File: config.mk
export PLATFORM = sky130hd
export DESIGN_NAME = rotate_crop_scale_pixel_address_core
export DESIGN_NICKNAME = d
export VERILOG_FILES = /design/src/rtl/core/rcsa_pkg.sv /design/src/rtl/core/rotate_crop_scale_pixel_address_core.sv /design/src/rtl/core/rcsa_setup.sv /design/src/rtl/core/rcsa_divpipe.sv
export SDC_FILE = /design/constraint.sdc
export NUM_CORES = 2
export LEC_CHECK = 0
export ABC_CLOCK_PERIOD_IN_PS = 6200
export BUFFER_PORTS_ARGS = -buffer_cell sky130_fd_sc_hd__buf_2
export CORE_ASPECT_RATIO = 1.4
export CORE_MARGIN = 2
export CORE_UTILIZATION = 32
export CTS_BUF_LIST = sky130_fd_sc_hd__clkbuf_4 sky130_fd_sc_hd__clkbuf_8
export DETAILED_ROUTE_END_ITERATION = 16
export GPL_TIMING_DRIVEN = 1
export HOLD_SLACK_MARGIN = 0.12
export SLEW_MARGIN = 10
export SYNTH_ARGS = -nofsm -noshare
export SYNTH_HDL_FRONTEND = slang
export SYNTH_HIERARCHICAL = 1
export SYNTH_SLANG_ARGS = --single-unit
File: constraint.sdc
create_clock -name clock -period 6.2 [get_ports clock]
set_input_delay 0.93 -clock clock [delete_from_list [all_inputs] [get_ports clock]]
set_output_delay 0.93 -clock clock [all_outputs]
set_load 0.01 [all_outputs]
File: src/rtl/core/rcsa_pkg.sv
// Package for the rotate/crop/scale pixel address core.
// Holds shared widths, the setup state type, the geometry bundle and a clamp helper.
// No dependencies.
`default_nettype none
package rcsa_pkg;

   localparam int MaxDim    = 2048;
   localparam int DimW      = 12;   // width of a dimension register
   localparam int CoordW    = 11;   // width of a pixel coordinate
   localparam int OffsetW   = 22;   // width of the linear offset
   localparam int ProdW     = 23;   // coordinate times crop size
   localparam int QuotW     = 11;   // bits of a scaled coordinate
   localparam int DivStages = QuotW;
   localparam int SetupNumW = 23;   // crop numerator in the setup divider
   localparam int CntW      = 5;
   localparam int Latency   = DivStages + 5;

   // register indexes on the control port
   localparam logic [2:0] RegSrcWidth  = 3'd0;
   localparam logic [2:0] RegSrcHeight = 3'd1;
   localparam logic [2:0] RegDstWidth  = 3'd2;
   localparam logic [2:0] RegDstHeight = 3'd3;
   localparam logic [2:0] RegRotation  = 3'd4;

   // rotation codes
   localparam logic [1:0] RotNone = 2'd0;
   localparam logic [1:0] Rot90   = 2'd1;
   localparam logic [1:0] Rot180  = 2'd2;
   localparam logic [1:0] Rot270  = 2'd3;

   typedef enum logic [2:0] {
      ST_IDLE,
      ST_PREP,
      ST_MUL,
      ST_CMP,
      ST_DIV,
      ST_FIN,
      ST_OFS
   } setup_state_type;

   // frame geometry worked out once per configuration
   typedef struct packed {
      logic [DimW-1:0] sw;
      logic [DimW-1:0] sh;
      logic [DimW-1:0] dw;
      logic [DimW-1:0] dh;
      logic [1:0]      rot;
      logic [DimW-1:0] cw;
      logic [DimW-1:0] ch;
      logic [DimW-1:0] offx;
      logic [DimW-1:0] offy;
   } geom_type;

   // zero reads as one, anything above the maximum reads as the maximum
   function automatic logic [DimW-1:0] clamp_dim(input logic [DimW-1:0] v);
      logic [DimW-1:0] r;
      r = v;
      if (v == '0) r = DimW'(1);
      else if (v > DimW'(MaxDim)) r = DimW'(MaxDim);
      return r;
   endfunction

endpackage
`default_nettype wire

File: src/rtl/core/rotate_crop_scale_pixel_address_core.sv
// Top level of the rotate/crop/scale pixel address core.
// Instantiates rcsa_setup and two rcsa_divpipe units; uses rcsa_pkg.
//
//   channel  ports                                   handshake
//   request  req_out_x, req_out_y                    start, busy
//   result   rsp_src_x, rsp_src_y, rsp_src_offset,   rsp_strobe (one cycle)
//            rsp_out_of_range
//   control  csr_index, csr_data                     csr_valid, csr_ready
//
// One pixel per clock while busy is low; each result passes through the
// 11-stage divider pipeline plus five arithmetic stages.
// After reset and after every control write busy is high while the crop
// is worked out by the serial divider in the setup unit.
// The result side cannot stall, so the pipeline never holds.
`default_nettype none
module rotate_crop_scale_pixel_address_core (
   input  wire logic                          clock,
   input  wire logic                          reset,
   input  wire logic                          start,
   output logic                               busy,
   input  wire logic [rcsa_pkg::CoordW-1:0]   req_out_x,
   input  wire logic [rcsa_pkg::CoordW-1:0]   req_out_y,
   output logic                               rsp_strobe,
   output logic      [rcsa_pkg::CoordW-1:0]   rsp_src_x,
   output logic      [rcsa_pkg::CoordW-1:0]   rsp_src_y,
   output logic      [rcsa_pkg::OffsetW-1:0]  rsp_src_offset,
   output logic                               rsp_out_of_range,
   input  wire logic                          csr_valid,
   output logic                               csr_ready,
   input  wire logic [2:0]                    csr_index,
   input  wire logic [rcsa_pkg::DimW-1:0]     csr_data
);
   import rcsa_pkg::*;

   geom_type geom;
   logic     take;

   logic                 v0_ff, v1_ff, v3_ff, v4_ff, vo_ff;
   logic [DivStages-1:0] vd_ff;
   logic [DivStages-1:0] oor_d_ff;
   logic                 oor0_ff, oor1_ff, oor3_ff, oor4_ff;
   logic [CoordW-1:0]    x0_ff, y0_ff;
   logic [ProdW-1:0]     px1_ff, py1_ff;
   logic [QuotW-1:0]     qx, qy;
   logic [DimW-1:0]      ux3_ff, uy3_ff;
   logic [DimW-1:0]      sx4_ff, sy4_ff;
   logic [CoordW-1:0]    sx_o_ff, sy_o_ff;
   logic [OffsetW-1:0]   off_o_ff;
   logic                 oor_o_ff;
   logic [2*DimW-1:0]    lin;

   rcsa_setup u_setup (
      .clock, .reset, .csr_valid, .csr_ready, .csr_index, .csr_data,
      .busy, .geom
   );

   assign take = start && !busy;

   // valid chain
   always_ff @(posedge clock) begin
      if (reset) begin
         v0_ff <= 1'b0; v1_ff <= 1'b0; vd_ff <= '0;
         v3_ff <= 1'b0; v4_ff <= 1'b0; vo_ff <= 1'b0;
      end else begin
         v0_ff <= take;
         v1_ff <= v0_ff;
         vd_ff <= {vd_ff[DivStages-2:0], v1_ff};
         v3_ff <= vd_ff[DivStages-1];
         v4_ff <= v3_ff;
         vo_ff <= v4_ff;
      end
   end

   // capture and range check
   always_ff @(posedge clock) begin
      x0_ff   <= req_out_x;
      y0_ff   <= req_out_y;
      oor0_ff <= (DimW'(req_out_x) >= geom.dw) || (DimW'(req_out_y) >= geom.dh);
   end

   // coordinate times crop size
   always_ff @(posedge clock) begin
      px1_ff  <= x0_ff * geom.cw;
      py1_ff  <= y0_ff * geom.ch;
      oor1_ff <= oor0_ff;
   end

   rcsa_divpipe u_divx (.clock, .num(px1_ff), .den(geom.dw), .quot(qx));
   rcsa_divpipe u_divy (.clock, .num(py1_ff), .den(geom.dh), .quot(qy));

   always_ff @(posedge clock) begin
      oor_d_ff <= {oor_d_ff[DivStages-2:0], oor1_ff};
   end

   // add crop offset: upright coordinate
   always_ff @(posedge clock) begin
      ux3_ff  <= geom.offx + DimW'(qx);
      uy3_ff  <= geom.offy + DimW'(qy);
      oor3_ff <= oor_d_ff[DivStages-1];
   end

   // map back into sensor space
   always_ff @(posedge clock) begin
      oor4_ff <= oor3_ff;
      case (geom.rot)
         RotNone: begin sx4_ff <= ux3_ff; sy4_ff <= uy3_ff; end
         Rot90: begin
            sx4_ff <= uy3_ff;
            sy4_ff <= geom.sh - DimW'(1) - ux3_ff;
         end
         Rot180: begin
            sx4_ff <= geom.sw - DimW'(1) - ux3_ff;
            sy4_ff <= geom.sh - DimW'(1) - uy3_ff;
         end
         default: begin
            sx4_ff <= geom.sw - DimW'(1) - uy3_ff;
            sy4_ff <= ux3_ff;
         end
      endcase
   end

   // linear offset and output register
   assign lin = sy4_ff * geom.sw + (2*DimW)'(sx4_ff);

   always_ff @(posedge clock) begin
      oor_o_ff <= oor4_ff;
      if (oor4_ff) begin
         sx_o_ff  <= '0;
         sy_o_ff  <= '0;
         off_o_ff <= '0;
      end else begin
         sx_o_ff  <= sx4_ff[CoordW-1:0];
         sy_o_ff  <= sy4_ff[CoordW-1:0];
         off_o_ff <= lin[OffsetW-1:0];
      end
   end

   assign rsp_strobe       = vo_ff;
   assign rsp_src_x        = sx_o_ff;
   assign rsp_src_y        = sy_o_ff;
   assign rsp_src_offset   = off_o_ff;
   assign rsp_out_of_range = oor_o_ff;

`ifndef SYNTHESIS
   a_latency: assert property (@(posedge clock) disable iff (reset)
      take |-> ##Latency rsp_strobe)
      else $error("result missing after fixed latency");
   a_oor_zero: assert property (@(posedge clock) disable iff (reset)
      (rsp_strobe && rsp_out_of_range) |->
         (rsp_src_x == '0 && rsp_src_y == '0 && rsp_src_offset == '0))
      else $error("out-of-range result carries an address");
   a_csr_busy: assert property (@(posedge clock) disable iff (reset)
      (csr_valid && csr_ready) |=> busy)
      else $error("control write did not start setup");
`endif

endmodule
`default_nettype wire

File: src/rtl/core/rcsa_setup.sv
// Control registers and the setup sequencer of the address core.
// Works out crop size and offsets with a bit-serial divider. Uses rcsa_pkg.
`default_nettype none
module rcsa_setup (
   input  wire logic               clock,
   input  wire logic               reset,
   input  wire logic               csr_valid,
   output logic                    csr_ready,
   input  wire logic [2:0]         csr_index,
   input  wire logic [rcsa_pkg::DimW-1:0] csr_data,
   output logic                    busy,
   output rcsa_pkg::geom_type      geom
);
   import rcsa_pkg::*;

   logic [DimW-1:0] src_w_ff, src_h_ff, dst_w_ff, dst_h_ff;
   logic [1:0]      rot_ff;
   logic            wr;

   setup_state_type state_ff, state_in;

   geom_type            geom_ff;
   logic [DimW-1:0]     uw_ff, uh_ff;
   logic [2*DimW-1:0]   p1_ff, p2_ff;
   logic                wide_ff;
   logic [SetupNumW-1:0] num_ff, quot_ff;
   logic [DimW-1:0]     den_ff;
   logic [DimW:0]       rem_ff;
   logic [CntW-1:0]     cnt_ff;
   logic [DimW:0]       rem_try;

   assign csr_ready = 1'b1;
   assign wr        = csr_valid;
   assign busy      = (state_ff != ST_IDLE);
   assign geom      = geom_ff;

   // control registers
   always_ff @(posedge clock) begin
      if (reset) begin
         src_w_ff <= DimW'(480);
         src_h_ff <= DimW'(320);
         dst_w_ff <= DimW'(160);
         dst_h_ff <= DimW'(240);
         rot_ff   <= Rot180;
      end else if (wr) begin
         case (csr_index)
            RegSrcWidth:  src_w_ff <= csr_data;
            RegSrcHeight: src_h_ff <= csr_data;
            RegDstWidth:  dst_w_ff <= csr_data;
            RegDstHeight: dst_h_ff <= csr_data;
            RegRotation:  rot_ff   <= csr_data[1:0];
            default: ;
         endcase
      end
   end

   // state register; reset runs the setup once
   always_ff @(posedge clock) begin
      if (reset) state_ff <= ST_PREP;
      else       state_ff <= state_in;
   end

   always_comb begin
      state_in = state_ff;
      case (state_ff)
         ST_IDLE: state_in = ST_IDLE;
         ST_PREP: state_in = ST_MUL;
         ST_MUL:  state_in = ST_CMP;
         ST_CMP:  state_in = ST_DIV;
         ST_DIV:  if (cnt_ff == CntW'(SetupNumW - 1)) state_in = ST_FIN;
         ST_FIN:  state_in = ST_OFS;
         ST_OFS:  state_in = ST_IDLE;
         default: state_in = ST_IDLE;
      endcase
      // any write restarts the setup
      if (wr) state_in = ST_PREP;
   end

   assign rem_try = {rem_ff[DimW-1:0], num_ff[SetupNumW-1]};

   // setup datapath
   always_ff @(posedge clock) begin
      case (state_ff)
         ST_PREP: begin
            geom_ff.sw  <= clamp_dim(src_w_ff);
            geom_ff.sh  <= clamp_dim(src_h_ff);
            geom_ff.dw  <= clamp_dim(dst_w_ff);
            geom_ff.dh  <= clamp_dim(dst_h_ff);
            geom_ff.rot <= rot_ff;
            if (rot_ff[0]) begin
               uw_ff <= clamp_dim(src_h_ff);
               uh_ff <= clamp_dim(src_w_ff);
            end else begin
               uw_ff <= clamp_dim(src_w_ff);
               uh_ff <= clamp_dim(src_h_ff);
            end
         end
         ST_MUL: begin
            p1_ff <= uw_ff * geom_ff.dh;
            p2_ff <= uh_ff * geom_ff.dw;
         end
         ST_CMP: begin
            wide_ff <= (p1_ff > p2_ff);
            num_ff  <= (p1_ff > p2_ff) ? p2_ff[SetupNumW-1:0] : p1_ff[SetupNumW-1:0];
            den_ff  <= (p1_ff > p2_ff) ? geom_ff.dh : geom_ff.dw;
            rem_ff  <= '0;
            cnt_ff  <= '0;
            quot_ff <= '0;
         end
         ST_DIV: begin
            // one quotient bit per cycle
            num_ff <= {num_ff[SetupNumW-2:0], 1'b0};
            cnt_ff <= cnt_ff + CntW'(1);
            if (rem_try >= {1'b0, den_ff}) begin
               rem_ff  <= rem_try - {1'b0, den_ff};
               quot_ff <= {quot_ff[SetupNumW-2:0], 1'b1};
            end else begin
               rem_ff  <= rem_try;
               quot_ff <= {quot_ff[SetupNumW-2:0], 1'b0};
            end
         end
         ST_FIN: begin
            geom_ff.cw <= wide_ff ? quot_ff[DimW-1:0] : uw_ff;
            geom_ff.ch <= wide_ff ? uh_ff : quot_ff[DimW-1:0];
         end
         ST_OFS: begin
            geom_ff.offx <= (uw_ff - geom_ff.cw) >> 1;
            geom_ff.offy <= (uh_ff - geom_ff.ch) >> 1;
         end
         default: ;
      endcase
   end

endmodule
`default_nettype wire

File: src/rtl/core/rcsa_divpipe.sv
// Pipelined restoring divider: one quotient bit per register stage.
// Scales a coordinate product down by the destination size. Uses rcsa_pkg.
`default_nettype none
module rcsa_divpipe (
   input  wire logic                         clock,
   input  wire logic [rcsa_pkg::ProdW-1:0]   num,
   input  wire logic [rcsa_pkg::DimW-1:0]    den,
   output logic      [rcsa_pkg::QuotW-1:0]   quot
);
   import rcsa_pkg::*;

   logic [ProdW-1:0] rem_ff  [DivStages];
   logic [QuotW-1:0] quot_ff [DivStages];
   logic [ProdW-1:0] rem_src [DivStages];
   logic [QuotW-1:0] q_src   [DivStages];

   always_comb begin
      for (int i = 0; i < DivStages; i++) begin
         rem_src[i] = (i == 0) ? num : rem_ff[(i == 0) ? 0 : i-1];
         q_src[i]   = (i == 0) ? '0  : quot_ff[(i == 0) ? 0 : i-1];
      end
   end

   // stage i settles quotient bit QuotW-1-i
   always_ff @(posedge clock) begin
      for (int i = 0; i < DivStages; i++) begin
         if (rem_src[i] >= (ProdW'(den) << (QuotW-1-i))) begin
            rem_ff[i]  <= rem_src[i] - (ProdW'(den) << (QuotW-1-i));
            quot_ff[i] <= q_src[i] | (QuotW'(1) << (QuotW-1-i));
         end else begin
            rem_ff[i]  <= rem_src[i];
            quot_ff[i] <= q_src[i];
         end
      end
   end

   assign quot = quot_ff[DivStages-1];

endmodule
`default_nettype wire
==> metrics.md <==
| Metric | Value |
|---|---|
| WL final | `around 200000 microns` |
| Area Growth Syn to Fin | `11.7%` |
| CP Class | `flip-flop to flip-flop` |
| Leak Pwr | `between 30 and 40 nW` |
| DRC viols | `0` |
| Crit Path Max Fanout | `15` |
| Inserted Clock Buffers | `around 190` |
| Die area | `233000 sq um` |
| Final nets | `approximately 9000` |
| Cells after Synth | `approximately 7600` |
| EDFF count, synth | `233` |
| FF-to-FF setup slack | `450 ps` |
| Area fraction in compound gates after synthesis | `0.112` |
| Clk buf depth | `3` |
| Max-slew headroom at the worst pin | `0.275` |
| Placed wire-length estimate | `between 150000 and 200000 microns` |
| Critical Path End | `u_setup/p2_ff[21]` |
| RSZ-0062 raised after global routing | `no` |
| Crit path from | `u_setup/geom[69]` |
| DR pass1 iterations | `6` |
| Final setup violating endpoints | `0` |
| Largest family of logic cells by synthesized area | `adder cells` |
| Setup TNS Final | `0 ps` |
| R2R depth | `16` |
| Synth Warn # | `6` |
| Max cap viols | `0` |
| # IOs | `89` |
| Mux contribution to synthesized area | `0.0343` |
| Clock skew | `54.2 ps` |
| Crit path DAT | `~6400 ps` |
| Setup ws final | `about 450 ps` |
| Adder-cell share of the synthesized area | `0.260` |
| FF+latch count, synth | `1070` |
| Worst VDD drop | `622 uV` |
| Overall via count from detail_route | `54300` |
| Synth Area in Simple Gates | `0.158` |
| Place WS | `~470 ps` |
| Fin crit period | `~5700 ps` |
| Ys async rst share | `0` |
| Fin. max-slew vios | `0` |
| Synth cell types | `between 100 and 150` |
| Hold-fix buffers at CTS | `17` |
| Final hold violation count | `0` |
| Avg Cell Area, Syn | `between 9 and 10 sq um` |
| Tot Pwr | `~0.048 W` |
| Worst reg2reg startpoint | `u_setup/geom[69]` |
| Gates resized, CTS repair | `0` |
| CP endpoint kind | `flip-flop` |
| Met3 usage | `0.0279` |
| Vias in the first global route | `approximately 58000` |
| Port Buffers | `between 80 and 90` |
| Final Cycle Share | `0.927` |
| Post-Syn Area | `between 70000 and 80000 sq um` |
| GR Overflow Total | `0` |
| # Post-CTS Setup Buffers | `0` |
| Post-synthesis sequential area ratio | `0.324` |
| Post-synth top flop | `dfxtp_1` |
| Hold depth | `1` |
| FF-to-FF End | `u_setup/p2_ff[21]` |
| Hold_ws | `204 ps` |
| Status | `completed` |
| Root buffer cell | `clkbuf_8` |
| Die H | `roughly 570 microns` |
| CTS tree | `done` |
| Post-Synth XOR/XNOR Area | `0.0486` |
| CTS Sinks | `between 1000 and 1500` |
| Final ANT Viol Nets | `0` |
| Initial DRC Count | `roughly 2800` |
| Rows | `207` |
| Routing usage on met1 | `0.179` |
| Worst-Margin Slew | `between 1000 and 1500 ps` |
| Max Clock Freq | `between 150 and 200 MHz` |
| GR peak layer | `met2` |
| Largest net degree at the start of global routing | `69` |
| Htree depth | `4` |
| Initial antenna violation count | `18` |
| Layout cell share with drive strength beyond 1 | `0.0992` |
| PD cells | `approximately 580 nW/um^2` |
| CP required | `about 6900 ps` |
| Commonest non-fill, non-tap cell in the layout | `inv_1` |
| Most frequent cells in the layout | `inv_1 (930), dfxtp_1 (836), ha_1 (701), nand2_1 (693), fa_1 (515)` |
| First-pass GRT wire length | `314000 microns` |
| Vias/cell | `between 4 and 5` |
| CP Launch Type | `flip-flop` |
| Worst-path clk slew | `about 70 ps` |
| Clock Latency Late Sink | `between 900 and 1000 ps` |
| Met2 usage | `0.321` |
| HP Class | `input port to flip-flop` |
| Initial Util | `0.322` |
| Drt wl/cell | `~18 microns` |
| Total Routing Usage GR | `0.170` |
| Die W | `409 microns` |
| Gp weighted congestion | `0.910` |
| Area of the core | `227000 sq um` |
==> state kept, by name (all words and copies together) (netlist names), 22 cells and up <==
name and cells:
u_setup/num_ff 23, u_setup/geom 96, u_divx/rem_ff 230, rsp_src_offset 22, u_divy/quot_ff 66, u_setup/p2_ff 24, px1_ff 23, u_setup/p1_ff 24
u_divx/quot_ff 66, u_divy/rem_ff 230, py1_ff 23
==> how the worst min path moves through the flow <==
stage	slack, ps	endpoint	start
finish	200	y0_ff[5]	req_out_y[5]
global route	150	y0_ff[5]	req_out_y[5]
CTS	120	y0_ff[5]	req_out_y[5]
detailed placement	310	u_divx/quot_ff[3][10]	u_divx/quot_ff[2][10]
global placement	310	oor_d_ff[10]	oor_d_ff[9]
floorplan	310	oor1_ff	oor0_ff
==> metrics by stage <==
stage | area (sq um) | util | std cells
after floorplan | 73300 | - | 7645
final | 82000 | 0.360 | 11000
after global routing | 81900 | 0.360 | 11000
after global placement | 77200 | 0.339 | 10600
after detailed placement | 77200 | 0.339 | 10600
after CTS | 81900 | 0.360 | 11000
==> area by class of cell <==
type                            count  area (sq um)
Antenna cell                       10          25.0
Clock buffer                      275          3500
Clock inverter                     70          1050
Fill cell                       23000        145000
Inverter                          930          3490
Multi-Input combinational cell   5398         45100
Sequential cell                  1070         23800
Tap cell                         3030          3790
Timing Repair Buffer              193          1290
==> cells in the mapped netlist (all sizes together), types with 87 or more instances <==
library cell,n,area [sq um]
nor2b,142,911
xor2,168,1470
o21ai,277,1420
nand2,695,2620
nor2,436,1660
a21o,107,803
and2,359,2250
mux2,164,1860
o21a,87,653
nor3,136,721
edfxtp,233,7000
ha,701,8770
inv,930,3490
fa,515,10300
a21oi,414,2100
xnor2,239,2090
dfxtp,837,16800
clkbuf,195,732
==> cells by family after synthesis <==
group,count (synthesis)
XOR/XNOR,407
flip-flops,1070
AND/OR/NAND/NOR,2272
adder cells (fa/ha/maj),1216
other,2
buffers and inverters,1177
multiplexers,229
AO/OA/AOI/OAI,1271
==> layer usage <==
metal	wire, microns	part of all wire
met1	74900	0.38
met2	105000	0.52
met3	8700	0.044
met4	11300	0.056
met5	78	0.00039
==> power breakdown <==
group | switching [W] | internal (W) | total (W)
combinational | 0.0162 | 0.0124 | 0.0285
sequential | 0.00169 | 0.00970 | 0.0114
clock | 0.00322 | 0.00457 | 0.00779
==> worst max-delay path, stage by stage (launching register included) <==
cell and delay [ps]:
edfxtp_1 670, and2_1 300, fa_1 520, fa_1 450, fa_1 530, fa_1 600, inv_1 70, fa_1 540
inv_1 40, ha_1 390, a21oi_1 170, o21ai_0 120, and3_1 220, a2111o_1 420, a31oi_1 180, o21bai_1 100
xor2_1 150
Note: power is estimated with default switching activity, not from simulation.
